$ cat src/design/tls_pkg.sv
// shared types and constants for the traffic light sequencer
`default_nettype none

package tls_pkg;

  // configuration register widths and indexes
  localparam int CFG_W     = 16;
  localparam int CFG_IDX_W = 3;

  localparam logic [CFG_IDX_W-1:0] REG_RED_TIME        = 3'd0;
  localparam logic [CFG_IDX_W-1:0] REG_RED_YELLOW_TIME = 3'd1;
  localparam logic [CFG_IDX_W-1:0] REG_GREEN_TIME      = 3'd2;
  localparam logic [CFG_IDX_W-1:0] REG_GREEN_MIN_TIME  = 3'd3;
  localparam logic [CFG_IDX_W-1:0] REG_YELLOW_TIME     = 3'd4;

  // reset values of the phase durations, milliseconds
  localparam logic [CFG_W-1:0] RST_RED_TIME        = 16'd5000;
  localparam logic [CFG_W-1:0] RST_RED_YELLOW_TIME = 16'd1000;
  localparam logic [CFG_W-1:0] RST_GREEN_TIME      = 16'd7000;
  localparam logic [CFG_W-1:0] RST_GREEN_MIN_TIME  = 16'd4000;
  localparam logic [CFG_W-1:0] RST_YELLOW_TIME     = 16'd2000;

  // stream payload widths
  localparam int ELAPSED_W = 16;
  localparam int IN_DATA_W = 24;
  localparam int OUT_DATA_W = 8;

  typedef enum logic [1:0] {
    PH_RED        = 2'd0,
    PH_RED_YELLOW = 2'd1,
    PH_GREEN      = 2'd2,
    PH_YELLOW     = 2'd3
  } phase_t;

endpackage

`default_nettype wire

$ cat src/design/traffic_light_sequencer_top.sv
// traffic light sequencer top level: phase state machine behind a stream interface
// the result of an input beat is registered and shows on the master side in the cycle after the beat is taken
// throughput: one input beat per cycle; the only stall is a held result beat
// each beat is one add with saturation, a few compares and a phase update
// reset (rst, synchronous, active high): phase red, time zero, no walk request,
// durations back to their defaults, output buffer empty
`default_nettype none

module traffic_light_sequencer_top
  import tls_pkg::*;
#(
  parameter int TIME_WIDTH = 16
) (
  input  wire logic                  clk,
  input  wire logic                  rst,
  // input stream
  input  wire logic                  s_tvalid,
  output logic                       s_tready,
  input  wire logic [IN_DATA_W-1:0]  s_tdata,   // elapsed[15:0], walk_button[16], zero pad
  // result stream
  output logic                       m_tvalid,
  input  wire logic                  m_tready,
  output logic [OUT_DATA_W-1:0]      m_tdata,   // phase[1:0], red_lamp[2], yellow_lamp[3],
                                                // green_lamp[4], walk_waiting[5], zero pad
  // configuration writes
  input  wire logic                  cfg_valid,
  output logic                       cfg_ready,
  input  wire logic [CFG_IDX_W-1:0]  cfg_index,
  input  wire logic [CFG_W-1:0]      cfg_data
);

  // compare width covers both the accumulator and the 16 bit durations
  localparam int CW = (TIME_WIDTH > CFG_W) ? TIME_WIDTH : CFG_W;
  localparam logic [CW:0] TIME_MAX = (CW+1)'({TIME_WIDTH{1'b1}});

  // duration registers
  logic [CFG_W-1:0] red_time;
  logic [CFG_W-1:0] red_yellow_time;
  logic [CFG_W-1:0] green_time;
  logic [CFG_W-1:0] green_min_time;
  logic [CFG_W-1:0] yellow_time;

  // sequencer state
  phase_t                phase;
  phase_t                phase_next;
  logic [TIME_WIDTH-1:0] phase_time;
  logic [TIME_WIDTH-1:0] phase_time_next;
  logic                  walk_pending;
  logic                  walk_pending_next;

  // input beat fields
  logic [ELAPSED_W-1:0] elapsed;
  logic                 walk_button;

  logic                 s_accept;
  logic [CW:0]          sum;
  logic [TIME_WIDTH-1:0] sat_time;
  logic [CW-1:0]        cmp_time;
  logic                 pend_seen;

  // result fields, decoded from the next phase
  logic red_lamp;
  logic yellow_lamp;
  logic green_lamp;

  assign elapsed     = s_tdata[ELAPSED_W-1:0];
  assign walk_button = s_tdata[ELAPSED_W];

  // the result register parts the two sides: take a beat unless a result is held
  assign s_tready  = !m_tvalid || m_tready;
  assign s_accept  = s_tvalid && s_tready;
  assign cfg_ready = 1'b1;

  // configuration writes, unknown indexes fall through
  always_ff @(posedge clk) begin
    if (rst) begin
      red_time        <= RST_RED_TIME;
      red_yellow_time <= RST_RED_YELLOW_TIME;
      green_time      <= RST_GREEN_TIME;
      green_min_time  <= RST_GREEN_MIN_TIME;
      yellow_time     <= RST_YELLOW_TIME;
    end else if (cfg_valid && cfg_ready) begin
      case (cfg_index)
        REG_RED_TIME:        red_time        <= cfg_data;
        REG_RED_YELLOW_TIME: red_yellow_time <= cfg_data;
        REG_GREEN_TIME:      green_time      <= cfg_data;
        REG_GREEN_MIN_TIME:  green_min_time  <= cfg_data;
        REG_YELLOW_TIME:     yellow_time     <= cfg_data;
        default: ;
      endcase
    end
  end

  // saturating time accumulation
  always_comb begin
    sum      = (CW+1)'(phase_time) + (CW+1)'(elapsed);
    sat_time = (sum > TIME_MAX) ? {TIME_WIDTH{1'b1}} : sum[TIME_WIDTH-1:0];
    cmp_time = CW'(sat_time);
  end

  // press only counts when the step starts in green
  assign pend_seen = walk_pending || (walk_button && (phase == PH_GREEN));

  // next state
  always_comb begin
    phase_next        = phase;
    phase_time_next   = sat_time;
    walk_pending_next = pend_seen;
    case (phase)
      PH_RED: begin
        if (cmp_time >= CW'(red_time)) begin
          phase_next      = PH_RED_YELLOW;
          phase_time_next = '0;
        end
      end
      PH_RED_YELLOW: begin
        if (cmp_time >= CW'(red_yellow_time)) begin
          phase_next      = PH_GREEN;
          phase_time_next = '0;
        end
      end
      PH_GREEN: begin
        // full length wins and leaves the request latched
        if (cmp_time >= CW'(green_time)) begin
          phase_next      = PH_YELLOW;
          phase_time_next = '0;
        end else if (pend_seen && (cmp_time >= CW'(green_min_time))) begin
          phase_next        = PH_YELLOW;
          phase_time_next   = '0;
          walk_pending_next = 1'b0;
        end
      end
      PH_YELLOW: begin
        if (cmp_time >= CW'(yellow_time)) begin
          phase_next      = PH_RED;
          phase_time_next = '0;
        end
      end
      default: begin
        phase_next      = PH_RED;
        phase_time_next = '0;
      end
    endcase
  end

  // lamp outputs of the phase after the update
  always_comb begin
    red_lamp    = 1'b0;
    yellow_lamp = 1'b0;
    green_lamp  = 1'b0;
    case (phase_next)
      PH_RED:        red_lamp = 1'b1;
      PH_RED_YELLOW: begin
        red_lamp    = 1'b1;
        yellow_lamp = 1'b1;
      end
      PH_GREEN:      green_lamp  = 1'b1;
      PH_YELLOW:     yellow_lamp = 1'b1;
      default: ;
    endcase
  end

  // state registers advance once per accepted beat
  always_ff @(posedge clk) begin
    if (rst) begin
      phase        <= PH_RED;
      phase_time   <= '0;
      walk_pending <= 1'b0;
    end else if (s_accept) begin
      phase        <= phase_next;
      phase_time   <= phase_time_next;
      walk_pending <= walk_pending_next;
    end
  end

  // result register
  always_ff @(posedge clk) begin
    if (rst) begin
      m_tvalid <= 1'b0;
    end else if (s_accept) begin
      m_tvalid <= 1'b1;
    end else if (m_tready) begin
      m_tvalid <= 1'b0;
    end
  end

  always_ff @(posedge clk) begin
    if (s_accept) begin
      m_tdata <= {2'b00, walk_pending_next, green_lamp, yellow_lamp, red_lamp,
                  phase_next};
    end
  end

endmodule

`default_nettype wire

$ cat config.mk
export PLATFORM = sky130hd
export DESIGN_NAME = traffic_light_sequencer_top
export DESIGN_NICKNAME = d
export VERILOG_FILES = /design/src/design/tls_pkg.sv /design/src/design/traffic_light_sequencer_top.sv
export SDC_FILE = /design/constraint.sdc
export NUM_CORES = 1
export LEC_CHECK = 0
export ABC_AREA = 1
export BUFFER_PORTS_ARGS = -buffer_cell sky130_fd_sc_hd__buf_2
export CELL_PAD_IN_SITES_DETAIL_PLACEMENT = 1
export CELL_PAD_IN_SITES_GLOBAL_PLACEMENT = 1
export CORE_MARGIN = 8
export CORE_UTILIZATION = 45
export CTS_BUF_LIST = sky130_fd_sc_hd__clkbuf_8
export DETAILED_ROUTE_END_ITERATION = 7
export PLACE_DENSITY = 0.91
export SLEW_MARGIN = 20
export SYNTH_ARGS = -nofsm -noshare
export SYNTH_HDL_FRONTEND = slang
export SYNTH_SLANG_ARGS = --single-unit
$ cat constraint.sdc
create_clock -name clk -period 4.08 [get_ports clk]
set_input_delay 0.408 -clock clk [delete_from_list [all_inputs] [get_ports clk]]
set_output_delay 0.408 -clock clk [all_outputs]
set_load 0.02 [all_outputs]
# Yosys cells after proc, flatten, opt, wreduce, memory -nomap -nowiden
# Index checks and enable logic that the tools add are counted.
[word_totals] ff_bits=106 in_bits=48 output_inout_bits=11 word_cells=65
[classes] n_addsub=1 n_lt_le_gt_ge=6 eq_ne=10 mux=21 reduce_logical=17
[op_table] operator="2-to-1 mux 16 bit" count=6
[op_table] operator="greater-or-equal comparator 16 bit" count=5
[op_table] operator="one-hot mux 16 bit (4 select lines)" count=1
[op_table] operator="adder 16 x 16 -> 17 bit" count=1
[op_table] operator="greater-than comparator 17 x 16 -> 1 bit, second input constant" count=1
[op_table] operator="2-to-1 mux 2 bit" count=5
[op_table] operator="AND reduction 2 bit" count=5
[op_table] operator="== test 2 bit, second input constant" count=4
[op_table] operator="2-to-1 mux 1 bit" count=8
[op_table] operator="one-hot mux 2 bit (4 select lines)" count=1
[op_table] operator="== test 3 x 2 -> 1 bit, second input constant" count=2
[op_table] operator="== test 2 x 1 -> 1 bit, second input constant" count=2
[op_table] operator="zero test 2 bit" count=2
[op_table] operator="OR reduction 2 bit" count=2
[op_table] operator="== test 3 x 1 -> 1 bit, second input constant" count=1
[op_table] operator="== test 3 bit, second input constant" count=1
[op_table] operator="logical AND 1 bit" count=3
[op_table] operator="zero test 3 bit" count=1
[op_table] operator="logical OR 1 bit" count=2
[op_table] operator="nonzero test 2 bit" count=1
[op_table] operator="zero test 1 bit" count=1

# Depth between registers and ports, before layout
# Gate-level depths: netlist (run 1).
[depth] depth_word=11 mapped_depth=29 ltp_nobuf=29

# Worst setup path after synthesis (run 1)
# No wires, ideal clock.
[synth_path] kind="input to register" start="input s_tdata[0]" end="register phase_time[11]" t_arrival_ns=3.113 required_ns=3.944 path_slack_ns=0.830 path_stages=26 n_path_buf=1 path_cell_list="ha_1 inv_1 fa_1 inv_1 nand3_1 nand2_1 nand4_1 nand2_1 nand2_1 nand2_1 nand2_1 nand2_1 nand2_1 ha_1 nand2_1 nor2_1 nand3_1 nor2_1 nand3_1 inv_1 nor2_1 nand3_1 nand3_4 buf_6 nand2_1 a21oi_2"
[synth_via] elab_chain_cells=8
[synth_lines] item="start: declaration" line_no="traffic_light_sequencer_top.sv:19" source="input wire logic [IN_DATA_W-1:0] s_tdata,"
[synth_lines] item="adder 16 x 16 -> 17 bit (*)" line_no="traffic_light_sequencer_top.sv:96" source="sum = (CW+1)'(phase_time) + (CW+1)'(elapsed);"
[synth_lines] item="greater-than comparator 17 x 16 -> 1 bit" line_no="traffic_light_sequencer_top.sv:97" source="sat_time = (sum > TIME_MAX) ? {TIME_WIDTH{1'b1}} : sum[TIME_WIDTH-1:0];"
[synth_lines] item="2-to-1 mux 16 bit (*)" line_no="traffic_light_sequencer_top.sv:97"
[synth_lines] item="greater-or-equal comparator 16 bit" line_no="traffic_light_sequencer_top.sv:127" source="end else if (pend_seen && (cmp_time >= CW'(green_min_time))) begin"
[synth_lines] item="logical AND 1 bit" line_no="traffic_light_sequencer_top.sv:127"
[synth_lines] item="2-to-1 mux 16 bit" line_no="traffic_light_sequencer_top.sv:127"
[synth_lines] item="2-to-1 mux 16 bit" line_no="traffic_light_sequencer_top.sv:124" source="if (cmp_time >= CW'(green_time)) begin"
[synth_lines] item="one-hot mux 16 bit (4 select lines) (*)" line_no="traffic_light_sequencer_top.sv:109" source="case (phase)"
[synth_lines] item="end signal: assignment" line_no="traffic_light_sequencer_top.sv:171" source="phase_time <= phase_time_next;"
[synth_lines] item="end: declaration" line_no="traffic_light_sequencer_top.sv:46" source="logic [TIME_WIDTH-1:0] phase_time;"
# Every way passes the cells marked *; elsewhere a longest branch is shown, timed or not.
# A chain may end at the register's enable or synchronous reset.

# Worst setup path in the final report (run 1)
[layout_path] start="register phase_time[10]" end="register phase_time[4]"
[layout_via] elab_chain_cells=8
[layout_lines] item="adder 16 x 16 -> 17 bit (*)" line_no="traffic_light_sequencer_top.sv:96"
[layout_lines] item="greater-than comparator 17 x 16 -> 1 bit" line_no="traffic_light_sequencer_top.sv:97"
[layout_lines] item="2-to-1 mux 16 bit (*)" line_no="traffic_light_sequencer_top.sv:97"
[layout_lines] item="greater-or-equal comparator 16 bit" line_no="traffic_light_sequencer_top.sv:127"
[layout_lines] item="logical AND 1 bit" line_no="traffic_light_sequencer_top.sv:127"
[layout_lines] item="2-to-1 mux 16 bit" line_no="traffic_light_sequencer_top.sv:127"
[layout_lines] item="2-to-1 mux 16 bit" line_no="traffic_light_sequencer_top.sv:124"
[layout_lines] item="one-hot mux 16 bit (4 select lines) (*)" line_no="traffic_light_sequencer_top.sv:109"
# Marked as above.

==> summary.md, run 1 <==
| Metric | Value |
|---|---|
| Status | `finished clean` |
| Design Area, Final | `~7700 um2` |
| Initial core utilization | `0.4585` |
| Core Rows | `45` |
| CP Capture Point | `phase_time[4]$_SDFFE_PP0P_` |
| Crit end category | `flip-flop` |
| # DRC | `0` |
| Placer Congestion | `roughly 0.82` |
| Worst Tran Pin Value | `910.4 ps` |
| Most common cell after layout, fill and taps aside | `nand2_1` |
| Met1 usage | `0.2475` |
| First-pass iteration count of the detailed router | `4` |
| Slew headroom | `0.3922` |
| Final setup skew | `about 11 ps` |
| Final setup margin | `between 300 and 400 ps` |
| Antenna violations before repair | `0` |
| Slew Viols, Final | `0` |
| Power Dens Cells | `between 400 and 500 nW/um2` |
| CTS buffer count | `9` |
| Final-layout fill cell count | `about 2000` |
| Post-synthesis register bit count | `~110` |
| Die footprint | `19600 um2` |
| Place WS | `between 20 and 25 ps` |
| Mapped Cells | `~970` |
| Iter 0 DRT Violations | `roughly 260` |
| CTS tree | `done` |
| IO Port Bufs | `between 40 and 50` |
| Aggregate negative setup slack | `0 ps` |
| Fmax | `roughly 270 MHz` |
| FF-to-FF End | `phase_time[4]$_SDFFE_PP0P_` |
| Global-route wire length before repair | `33970 um` |
| Placed Area | `between 7000 and 8000 um2` |
| Sinks on Clock Net | `~110` |
| Die X | `about 140 um` |
| MaxCap Viol Count | `0` |
| Share of the synthesized area in the top cell type | `0.2893` |
| I/O pin count | `between 50 and 60` |
| Unrepaired setup endpoints after global routing | `no` |
| Mapped Area | `~7000 um2` |
| All-layer global routing usage | `0.2149` |
| Area occupied by registers | `2182 um2` |
| Share of post-route cells with drive strength above 1 | `0.1052` |
| Final setup fails | `0` |
| Die Y | `140 um` |
| Worst IR drop on VDD | `0.2146 mV` |
| Largest net degree at the start of global routing | `between 50 and 60` |
| Layout area overhead | `10.65%` |
| Final min period | `~3800 ps` |
| Hpwl dp | `about 16000 um` |
| Grt met2 use | `0.3872` |
| Leakage | `between 3 and 4 nW` |
| Tightest Hold Check Type | `in2reg` |
| Total Nets Final | `approximately 1200` |
| Crit path DAT | `~4000 ps` |
| Reg2reg start | `phase_time[10]$_SDFFE_PP0P_` |
| Synth Warn # | `0` |
| R2R Setup Slk | `330 ps` |
| Vias in the first global route | `6855` |
| Busiest grt layer | `met2` |
| Via-to-Cell Ratio | `around 5.3` |
| Ant diodes | `0` |
| Vias | `around 6500` |
| CP max FO | `16` |
| Commonest cells after routing, fill and taps aside | `nand2_1, inv_1, a21oi_1` |
| Final WL | `20610 um` |
| Kind of critical path | `reg2reg` |
| Hold-fix buffer count after cts | `0` |
| Worst setup path start | `phase_time[10]$_SDFFE_PP0P_` |
| Crit share post-route | `0.9195` |
| Gr ovfl total | `0` |
| Clk Latency, worst-skew pair | `390 ps` |
| Per-cell routed wire length | `around 17 um` |
| R2R depth | `22` |
| Critical Path RT | `~4300 ps` |
| CTS Buffer Depth | `2` |
| Setup crit start kind | `flip-flop` |
| Post-synthesis sequential area ratio | `0.3154` |
| Hold Vio Cnt, Final | `0` |
| Most area-consuming cells after synthesis | `dfxtp_1, ha_1, nand2_1, inv_1, a21oi_1` |
| Clock slew at the register clock pins of the worst setup and hold paths | `100 ps` |
| Area leader, netlist | `dfxtp_1` |
| Final ANT Viol Nets | `0` |
| Core area | `approximately 15000 um2` |
| Root Driver | `clkbuf_8` |
| Met3 Usage GRT | `0.03262` |
| Mean post-synth cell area | `roughly 7.1 um2` |
| Post-synth cell types | `37` |
| Hold Path Depth | `3` |
| H-tree Lvls | `3` |
| Multi-input combinational cell area | `~4000 um2` |
## power breakdown
| group | internal (W) | switching [W] |
|---|---|---|
| Sequential | 0.00111 | 0.0000294 |
| Combinational | 0.000493 | 0.000905 |
| Clock | 0.000403 | 0.000386 |
| Total | 0.00201 | 0.00132 |
## what timing repair did
action	4_1_cts	5_1_grt
gates resized for setup	0	5
buffers inserted	0	0
endpoints found under the setup margin	0	19
## registers in the layout, summed over array words and instances (netlist names)
name and cells:
walk_pending 1, red_time 16, phase_time 16, yellow_time 16, green_time 16, red_yellow_time 16
m_tdata 6, green_min_time 16, phase 2, m_tvalid 1
## cell usage after synthesis
cell,n
nand3_4,1
xnor2_1,5
clkbuf_1,23
o211ai_1,25
or2_1,1
o21ai_0,63
nand2_1,227
dfxtp_1,100
a21o_1,6
o21bai_1,7
o21ai_1,2
inv_1,159
nor2_1,64
a31oi_1,1
nand2_2,3
buf_4,3
nor3_1,8
o21a_1,1
nand3_1,33
nor3_2,1
nand4_1,4
conb_1,2
o21ai_2,1
inv_2,2
edfxtp_1,6
nand2b_1,1
ha_1,96
a21oi_1,106
nand3_2,1
nand3b_1,2
fa_1,1
nor4_4,1
buf_1,2
a21oi_4,1
a21oi_2,11
buf_6,2
xor2_1,2
## worst max-delay path, stage by stage (launching register included)
cell and delay [ps]:
dfxtp_1 340, ha_1 350, nand2_1 180, inv_1 80, nand2_1 70, nand2_1 80
nand2_1 120, nand2_1 100, a21oi_4 200, buf_12 180, nand2_1 210, ha_1 380
nand2_1 50, inv_1 70, nand3_1 100, nor3_1 200, nand2_1 90, nand3_1 160
nand2_1 100, nand3_1 140, nand3_4 200, nand2_1 130, a21oi_1 60
## how the worst min path moves through the flow
stage	slack, ps	startpoint	end
floorplan	440	green_min_time[12]$_SDFFE_PP0P_	green_min_time[12]$_SDFFE_PP0P_
global placement	450	green_min_time[1]$_SDFFE_PP0P_	green_min_time[1]$_SDFFE_PP0P_
detailed placement	450	green_min_time[1]$_SDFFE_PP0P_	green_min_time[1]$_SDFFE_PP0P_
CTS	310	cfg_data[5]	green_min_time[5]$_SDFFE_PP1P_
global route	320	cfg_data[5]	green_min_time[5]$_SDFFE_PP1P_
finish	320	cfg_data[5]	green_min_time[5]$_SDFFE_PP1P_
## stage by stage
step | std cells | util | power, W | hold WS (ps)
2_1_floorplan | 975 | - | 0.002101 | 435.3
3_3_place_gp | 1199 | 0.4909 | 0.002452 | 445.8
3_5_place_dp | 1199 | 0.4909 | 0.002541 | 451.3
4_1_cts | 1215 | 0.5064 | 0.003333 | 307.7
5_1_grt | 1215 | 0.5074 | 0.003573 | 324.6
6_report | 1215 | 0.5074 | 0.003329 | 321.5
## cell type report
class | count | share of cell area
multi-input combinational | 678 | 0.5241
timing repair buffer | 66 | 0.05066
sequential | 106 | 0.2850
inverter | 161 | 0.07893
clock inverter | 7 | 0.01438
clock buffer | 9 | 0.01618
tap | 188 | 0.03072
## layer usage
metal	routed length (um)	up-vias
li1	-	3254
met1	8949	3079
met2	10160	114
met3	859	36
met4	646	0
met5	0	-
## logic make-up after synthesis
group                      after synthesis  share of synthesized area
AOI/OAI and AO/OA                      224                     0.1844
xor gates and xnor gates                 7                   0.008861
adders and majority gates               97                     0.1765
buffers and inverters                  191                     0.1074
DFF                                    106                     0.3154
other                                    2                   0.001085
and+or+nand+nor                        347                     0.2063
Note: power is estimated with default switching activity, not from simulation.
==> run 2, diff against run 1 <==
Settings changed: ABC_AREA 1 to default, CORE_UTILIZATION 45 to 47, PLACE_DENSITY 0.91 to 0.92.
==> run 2 against run 1 <==
Against the previous run:
- the run now ends with setup timing left
- worst hold slack got worse by 48 ps
- utilization rose by 13 points
- synthesized cell count is 18% lower
- largest cell class unchanged
- non-clock buffer count rose by 100
- fmax fell by 25%
- synthesized area fell by 6.1%
- sequential power is 4% higher
- critical path depth is 2 lower
- via count increased by 16%
- setup slack got worse by 1200 ps
- routed wire length increased by 66%
==> summary.md, run 2 <==
| Metric | Value |
|---|---|
| Kind of critical path | `reg2reg` |
| Root Driver | `clkbuf_8` |
| Final setup skew | `approximately 32 ps` |
| Design Area, Final | `8696 um2` |
| Hold Path Depth | `3` |
| Placer Congestion | `0.8319` |
| Placed Area | `around 7600 um2` |
| CTS tree | `done` |
| R2R Setup Slk | `-890 ps` |
| Share of the synthesized area in the top cell type | `0.3082` |
| Final ANT Viol Nets | `0` |
| FF-to-FF End | `phase_time[9]$_SDFFE_PP0P_` |
| Crit share post-route | `1.219` |
| Final setup fails | `25` |
| Iter 0 DRT Violations | `789` |
| Reg2reg start | `phase_time[2]$_SDFFE_PP0P_` |
| CTS buffer count | `9` |
| Post-synth cell types | `55` |
| Post-synthesis register bit count | `106` |
| CP peak stage delay | `just under 400 ps` |
| Ant diodes | `0` |
| Die footprint | `approximately 18000 um2` |
| Mean post-synth cell area | `a little over 8 um2` |
| Core area | `approximately 14000 um2` |
| Die Y | `between 100 and 150 um` |
| Largest net degree at the start of global routing | `85` |
| Via-to-Cell Ratio | `6.709` |
| Initial core utilization | `0.4753` |
| Tightest Hold Check Type | `in2reg` |
| Slew headroom | `0.3603` |
| Per-cell routed wire length | `about 30 um` |
| Mapped Cells | `around 800` |
| Main synth FF type | `dfxtp_1` |
| Final Instance Count excl. Fillers | `roughly 1100` |
| Final-layout fill cell count | `between 1500 and 2000` |
| EDFF count, synth | `6` |
| Crit end category | `flip-flop` |
| Worst Hold End | `m_tvalid$_SDFFE_PP0P_` |
| Worst Tran Pin Value | `around 960 ps` |
| Mapped Area | `approximately 6500 um2` |
| Commonest cells after routing, fill and taps aside | `nand2_1, buf_4, dfxtp_1` |
| Core Rows | `43` |
| Gr ovfl total | `0` |
| Antenna violations before repair | `1` |
| Total Nets Final | `~1100` |
| Slowest CP cell | `xor2_1` |
| First-pass iteration count of the detailed router | `6` |
| MaxCap Viol Count | `0` |
| Cell with the most instances after synthesis | `nand2_1` |
| Unrepaired setup endpoints after global routing | `yes` |
| Multi-input combinational cell area | `~4500 um2` |
| Final min period | `4975 ps` |
| Cell Chain, Critical Path | `ha_1, buf_4, o21ai_0, o21ai_1, nand3_1, o21ai_1, o21ai_0, xor2_1, nand2_2, buf_6, ha_1, nand2_1, buf_4, o2111ai_1, a21oi_2, o221ai_2, a21oi_2, o221a_4, buf_12, a22o_1` |
| Global-route wire length before repair | `approximately 45000 um` |
| Synth Warn # | `0` |
| Post-synthesis sequential area ratio | `0.3360` |
| Crit path DAT | `5300 ps` |
| I/O pin count | `59` |
| Async SR Flop Fraction | `0` |
| H-tree Lvls | `3` |
| CP max FO | `8` |
| Leakage | `a little under 4 nW` |
| # DRC | `0` |
| Final setup margin | `-895.0 ps` |
| All-layer global routing usage | `0.3259` |
| Placed insts | `~1100` |
| Hpwl dp | `around 16000 um` |
| Slew Viols, Final | `0` |
| Vias | `7548` |
| Worst Hold Launch | `s_tvalid` |
| Commonest cells in the netlist | `nand2_1, dfxtp_1, ha_1` |
| Vias in the first global route | `between 7000 and 8000` |
| IO Port Bufs | `48` |
| Power Dens Cells | `around 600 nW/um2` |
| Sinks on Clock Net | `approximately 110` |
| Clock slew at the register clock pins of the worst setup and hold paths | `130 ps` |
| Worst IR drop on VDD | `between 0.2 and 0.25 mV` |
| Setup crit start kind | `flip-flop` |
| Aggregate negative setup slack | `-17360 ps` |
| Clk Latency, worst-skew pair | `roughly 430 ps` |
| CTS Buffer Depth | `2` |
| Most area-consuming cells after synthesis | `dfxtp_1, ha_1, nand2_1, a21oi_1, inv_1` |
| Hold Vio Cnt, Final | `0` |
| Critical Path RT | `about 4400 ps` |
| Most common cell after layout, fill and taps aside | `nand2_1` |
| R2R depth | `20` |
| Fmax | `around 200 MHz` |
| Final WL | `approximately 34000 um` |
| Status | `finished with violations` |
| Area occupied by registers | `between 2000 and 2500 um2` |
| Failing checks | `setup timing` |
| Die X | `around 130 um` |
| Area leader, netlist | `dfxtp_1` |
| Share of post-route cells with drive strength above 1 | `0.2995` |
| Util after Layout | `0.6363` |
| Layout area overhead | `33.89%` |
## run 2: cell types whose count changed in the layout (fill, tap and decap cells not counted), sizes merged, moves of 26 or more
cell | previous run | this run
buf | 66 | 166
nor2 | 64 | 38
nand3 | 35 | 9
inv | 163 | 89
o21ai | 66 | 30
a21oi | 118 | 77
nand2 | 230 | 156
## run 2: worst max-delay path, delay by kind of cell (launching register included)
kind,cells,cell delay (ps)
buffers and inverters,4,590
DFF,1,360
xor gates and xnor gates,1,390
AOI/OAI and AO/OA,10,2440
and+or+nand+nor,3,420
adders and majority gates,2,660
## run 2: worst max-delay path by stage
stage	start	endpoint	slack [ps]	depth (start not counted)
6_report	phase_time[2]$_SDFFE_PP0P_	phase_time[9]$_SDFFE_PP0P_	-890	20
5_1_grt	phase_time[0]$_SDFFE_PP0P_	phase_time[9]$_SDFFE_PP0P_	-990	22
4_1_cts	phase_time[0]$_SDFFE_PP0P_	phase_time[9]$_SDFFE_PP0P_	-230	24
3_5_place_dp	s_tdata[0]	m_tdata[4]$_DFFE_PP_	-850	21
3_3_place_gp	s_tdata[0]	m_tdata[4]$_DFFE_PP_	-490	22
2_1_floorplan	s_tdata[10]	phase_time[9]$_SDFFE_PP0P_	20	20
## run 2: final cells by class
cell class	count	area share
multi-input combinational	570	0.5230
sequential	106	0.2514
timing repair buffer	166	0.1407
inverter	87	0.03755
tap	180	0.02590
clock buffer	9	0.01424
clock inverter	7	0.007194
## run 2: per-layer routing
layer	global-route usage	vias up	part of all wire
li1	-	3019	-
met1	0.3437	3587	0.35
met2	0.5568	657	0.47
met3	0.07492	285	0.092
met4	0.2464	0	0.089
met5	0	-	0
## run 2: cell families (layout without fill, tap and decap cells)
logic type	after synthesis	after routing	synth area share
and+or+nand+nor	253	253	0.1722
AOI/OAI and AO/OA	206	206	0.2146
buffers and inverters	119	269	0.07320
DFF	106	106	0.3360
adders and majority gates	97	97	0.1880
xor gates and xnor gates	11	11	0.01483
other	2	3	0.001156
## run 2: timing repair
item	in CTS	in global routing
pin swaps	38	38
hold buffers	0	0
hold endpoints to repair	0	0
endpoints found under the setup margin	25	25
setup buffers	12	12
resized for setup	110	42
cloned	1	0
## run 2: metrics by stage
stage,hold slack [ps],setup WS (ps),power [W]
floorplan,436.3,20.10,0.002291
global placement,442.2,-493.7,0.003063
detailed placement,447.5,-847.7,0.003263
CTS,269.1,-234.9,0.004464
global route,279.0,-990.0,0.005330
finish,273.9,-895.0,0.005215
## run 2: report_power, final
part	total [W]	switching [W]	internal (W)
Sequential	0.00119	0.0000654	0.00113
Combinational	0.00331	0.00183	0.00148
Clock	0.000716	0.000437	0.000278
Total	0.00522	0.00233	0.00288
